## src/rtl/core/tcf_pkg.sv

```systemverilog
`default_nettype none

package tcf_pkg;

  // Default widths of the colour channels and of the millisecond counter.
  localparam int unsigned ChannelBitsDef = 8;
  localparam int unsigned TimeBitsDef    = 16;

  // Fixed widths of the channel payload fields.
  localparam int unsigned PortChBits   = 8;
  localparam int unsigned PortTimeBits = 16;

  // Channel layout: red, green, blue, alpha.
  localparam int unsigned NumCh    = 4;
  localparam int unsigned NumRgb   = 3;
  localparam int unsigned AlphaIdx = 3;
  localparam int unsigned LaneW    = $clog2(NumCh);

  // Operation codes of an input item.
  localparam logic OpTick  = 1'b0;
  localparam logic OpStart = 1'b1;

  // Commands from the controller to the datapath.
  typedef struct packed {
    logic             load;
    logic             lane_mul;
    logic [LaneW-1:0] lane_sel;
    logic             div_step;
    logic             commit;
  } tcf_cmd_t;

  // Status from the datapath to the controller.
  typedef struct packed {
    logic active;
    logic expired;
  } tcf_sts_t;

endpackage

`default_nettype wire

```

## src/rtl/core/tcf_ctrl.sv

```systemverilog
`default_nettype none

module tcf_ctrl import tcf_pkg::*; #(
  parameter int unsigned CHANNEL_BITS = ChannelBitsDef
) (
  input  wire logic     clk_i,
  input  wire logic     rst_ni,
  input  wire logic     in_valid_i,
  output logic          in_ready_o,
  output logic          out_valid_o,
  input  wire logic     out_ready_i,
  input  wire tcf_sts_t sts_i,
  output tcf_cmd_t      cmd_o
);

  localparam int unsigned CntMax = (CHANNEL_BITS > NumCh) ? CHANNEL_BITS : NumCh;
  localparam int unsigned CntW   = $clog2(CntMax);

  localparam logic [2:0] StIdle  = 3'd0;
  localparam logic [2:0] StCheck = 3'd1;
  localparam logic [2:0] StMul   = 3'd2;
  localparam logic [2:0] StDiv   = 3'd3;
  localparam logic [2:0] StFin   = 3'd4;

  logic [2:0]      state_q, state_d;
  logic [CntW-1:0] cnt_q, cnt_d;
  logic            out_valid_q, out_valid_d;
  logic            in_xfer;
  logic            out_free;

  assign in_ready_o  = (state_q == StIdle);
  assign in_xfer     = in_valid_i && in_ready_o;
  assign out_valid_o = out_valid_q;
  assign out_free    = !out_valid_q || out_ready_i;

  // Sequencing: load, check, one multiply per lane, divide all lanes, commit.
  always_comb begin
    state_d        = state_q;
    cnt_d          = cnt_q;
    out_valid_d    = out_valid_q;
    cmd_o          = '0;
    cmd_o.lane_sel = cnt_q[LaneW-1:0];

    if (out_valid_q && out_ready_i) begin
      out_valid_d = 1'b0;
    end

    unique case (state_q)
      StIdle: begin
        if (in_xfer) begin
          cmd_o.load = 1'b1;
          state_d    = StCheck;
        end
      end
      StCheck: begin
        cnt_d = '0;
        if (!sts_i.active || sts_i.expired) begin
          state_d = StFin;
        end else begin
          state_d = StMul;
        end
      end
      StMul: begin
        cmd_o.lane_mul = 1'b1;
        if (cnt_q == CntW'(NumCh - 1)) begin
          cnt_d   = '0;
          state_d = StDiv;
        end else begin
          cnt_d = cnt_q + 1'b1;
        end
      end
      StDiv: begin
        cmd_o.div_step = 1'b1;
        if (cnt_q == CntW'(CHANNEL_BITS - 1)) begin
          cnt_d   = '0;
          state_d = StFin;
        end else begin
          cnt_d = cnt_q + 1'b1;
        end
      end
      StFin: begin
        if (out_free) begin
          cmd_o.commit = 1'b1;
          out_valid_d  = 1'b1;
          state_d      = StIdle;
        end
      end
      default: begin
        state_d = StIdle;
      end
    endcase
  end

  always_ff @(posedge clk_i or negedge rst_ni) begin
    if (!rst_ni) begin
      state_q     <= StIdle;
      cnt_q       <= '0;
      out_valid_q <= 1'b0;
    end else begin
      state_q     <= state_d;
      cnt_q       <= cnt_d;
      out_valid_q <= out_valid_d;
    end
  end

endmodule

`default_nettype wire

```

## config.mk

```make
export PLATFORM = sky130hd
export DESIGN_NAME = tcf_ctrl
export DESIGN_NICKNAME = d
export VERILOG_FILES = /design/src/rtl/core/tcf_pkg.sv /design/src/rtl/core/tcf_ctrl.sv
export SDC_FILE = /design/constraint.sdc
export NUM_CORES = 1
export LEC_CHECK = 0
export ABC_AREA = 1
export BUFFER_PORTS_ARGS = -buffer_cell sky130_fd_sc_hd__buf_4
export CORE_AREA = 2 2 39 41
export DETAILED_ROUTE_END_ITERATION = 8
export DIE_AREA = 0 0 41 43
export GPL_TIMING_DRIVEN = 0
export HOLD_SLACK_MARGIN = 0.03
export MAX_ROUTING_LAYER = met4
export PLACE_DENSITY = 0.62
export SYNTH_ARGS = -nofsm -noshare
export SYNTH_HDL_FRONTEND = slang
export SYNTH_SLANG_ARGS = --single-unit
```

## constraint.sdc

```tcl
create_clock -name clk_i -period 1.6 [get_ports clk_i]
set_input_delay 0.4 -clock clk_i [delete_from_list [all_inputs] [get_ports clk_i]]
set_output_delay 0.4 -clock clk_i [all_outputs]
set_load 0.01 [all_outputs]
```

==> results_dict.tcl <==
set metrics [dict create \
    status "finished, final reports clean" \
    r2r_end "state_q[0]" \
    core_area_um2 1384 \
    first_pass_iters 4 \
    synth_warnings 0 \
    die_area_um2 1763 \
    fillers 145 \
    clkSinkCount 7 \
    switching_share_pct 44.35 \
    grt_first_pass_wirelength_um 1511 \
    clkTransAtPathRegs_ps 50 \
    die_h_um 43 \
    num_io_pins 14 \
    drcViolationCount 0 \
    r2r_slack_ps 460 \
    p_sw_w 0.0005497 \
    synth-compound-area-share_pct 5.000 \
    drt-vias-per-instance 4.354 \
    grt_usage_pct 13.46 \
    slew_headroom_pct 89.63 \
    ir_drop_mv 0.9157 \
    synthAdderAreaFrac_pct 8.333 \
    num_vias 431 \
    clkLatencyLatePin_ps 250 \
    synth.distinct_cells 15 \
    fin_nets 93 \
    power_frac_comb_pct 56.7 \
    diodes 0 \
    rsz0062_at_grt "yes" \
    grt_pass1_vias 397 \
    synthToLayoutAreaGrowth_pct 40.83 \
    yosysTopAreaCellShare_pct 38.89 \
    ant_nets 0 \
    gr-total-overflow 0 \
    final-hold-violation-count 0 \
    worstPathMaxFanout 6 \
    critPathSlowestCell "dfrtp_2" \
    drv_cap 0 \
    hold_slack_ps 363.6 \
    synth.area.top_cells "dfrtp_1 (39%), nand2_1 (15%), inv_1 (11%)" \
    drt-wirelength-per-cell_um 8.737 \
    cp-start-kind "register" \
    cp-end-kind "output pin" \
    syn-instance-count 64 \
    avgSynthCellArea_um2 7.038 \
    setup_viol 0 \
    muxShareOfSynthArea_pct 0 \
    seq_power_share_pct 30.5 \
    synth_top_area_cell "dfrtp_1" \
    r2r_cells 7 \
    worst_slack_ps 30.93 \
    synth-seq-cells 7 \
    rows 14 \
    final_layout_size_suffix_gt1_share_pct 37.35 \
    cts_root_buffer "clkbuf_4" \
    grt_max_degree 8 \
    clockBufferDepth 2 \
    period_share_pct 98.07 \
    cts_tree "done" \
    synth-simple-area-share_pct 32.78 \
    fin_crit_ps 1569 \
    pwr_density_cell_nw_per_um2 1954 \
    max_freq_mhz 637.3 \
    max_stage_delay_ps 450 \
    synth_top_family_by_area "simple AND/OR/NAND/NOR gates" \
    initial_utilization_pct 32.55 \
    syn_area_um2 450.4 \
    holdPathEnd "out_valid_o" \
    cts_buffers 3 \
    synth-xor-area-share_pct 0 \
    wl_um 865 \
    dp.final_hpwl_um 678 \
    worstHoldStart "out_ready_i" \
    tightest_slew_ps 153.9 \
    fp.dieW_um 41 \
    clkPwrFrac_pct 12.8 \
    cp.arrival_ps 1170 \
    multi_input_area_um2 227.7 \
    r2r_start "state_q[0]" \
    cp_data_required_time_ps 1200 \
    p_leak_nw 0.3567 \
    place_congestion 0.7679 \
    cp_cell_sequence "nor2_4 -> nand2_1 -> nor2_1 -> buf_4" \
    port_buffers 13 \
    antenna_found_initial 0 \
    yosysSeqAreaShare_pct 38.89 \
    p_int_w 0.0006899 \
    htreeDepth 1 \
    seq_area_um2 177.7 \
    place_ws_ps 170.4 \
    drv_slew 0 \
    drtIter0Drc 4 \
    hold_class "input port to register" \
    syn_nets 73 \
    fin_skew_ps 7.154 \
    min_path_cells 2 \
    crit_type "register to output pin" \
]
-- repair_timing --
action / in CTS / in global routing
hold buffers: 1 / 0
buffers inserted: 0 / 1
cloned: 0 / 0
resized for setup: 4 / 6
pin swaps: 0 / 3
setup endpoints to repair: 5 / 3
hold endpoints to repair: 7 / 0
-- stage by stage --
stage	instances	utilization (%)	TNS [ps]	area, um^2	total power (W)
2_1_floorplan	64	-	0	450.4	0.0007800
3_3_place_gp	93	41.05	0	568.0	0.0009947
3_5_place_dp	93	41.05	0	568.0	0.001004
4_1_cts	98	44.67	0	618.1	0.001209
5_1_grt	99	45.84	-132.0	634.4	0.001373
6_report	99	45.84	0	634.4	0.001240
-- power by group through the flow --
stage,Combinational [W],Clock (W),Sequential (W)
6_report,0.000703,0.000159,0.000378
5_1_grt,0.000802,0.000177,0.000394
4_1_cts,0.000663,0.000166,0.000381
3_5_place_dp,0.000640,0,0.000364
3_3_place_gp,0.000630,0,0.000365
2_1_floorplan,0.000434,0,0.000346
-- registers in the layout, summed over array words and instances, names as in the netlist --
register,cells
cnt_q,3
out_valid_o,1
state_q,3
-- how the worst max path moves through the flow --
stage                     slack, ps  endpoint  startpoint  cells past startpoint
after floorplan                 340  cmd_o[5]  state_q[0]                      3
after global placement          170  cmd_o[1]  state_q[2]                      4
after detailed placement        170  cmd_o[1]  state_q[2]                      4
after CTS                        20  cmd_o[0]  state_q[0]                      4
after global routing            -70  cmd_o[5]  state_q[0]                      4
final                            30  cmd_o[0]  state_q[0]                      4
-- layer usage --
layer / part of all wire (%) / wire (um) / track usage [%] / vias up
li1: - / - / - / 232
met1: 45 / 386 / 16.07 / 186
met2: 48 / 414 / 17.81 / 9
met3: 5.8 / 50 / 7.853 / 4
met4: 1.5 / 13 / 6.000 / 0
met5: 0 / 0 / - / -
-- area by class of cell --
class | count | area share, %
multi-input combinational | 41 | 35.90
sequential | 7 | 28.01
timing repair buffer | 15 | 18.15
inverter | 14 | 8.284
clock buffer | 4 | 4.142
tap | 16 | 3.156
buffer | 2 | 2.367
-- kinds of logic after synthesis --
family          count (synthesis)
compound gates                  4
fa+ha+maj                       3
buf+inv                        16
flops                           7
simple gates                   34
-- critical path: cells and delay by family (launching register included) --
family,cells,cell delay [ps]
flops,1,450
simple gates,3,340
buf+inv,1,120
-- Yosys cell counts --
cell type / count
o211ai_1: 1
nand2_2: 1
o21ai_0: 1
buf_4: 2
a21oi_1: 1
nand3_2: 1
nand3_1: 7
o21ai_1: 1
nand2_1: 18
ha_1: 3
nor2_1: 6
inv_1: 13
nor2_2: 1
dfrtp_1: 7
inv_2: 1
-- placed cells by master (no fill, tap or decap), drive strengths merged, types with 2 or more instances in the layout --
cell     n
buf     16
clkbuf   4
dfrtp    7
ha       3
inv     14
nand2   19
nand3    8
nor2     7
o21ai    2
(Power assumes the default switching activity.)
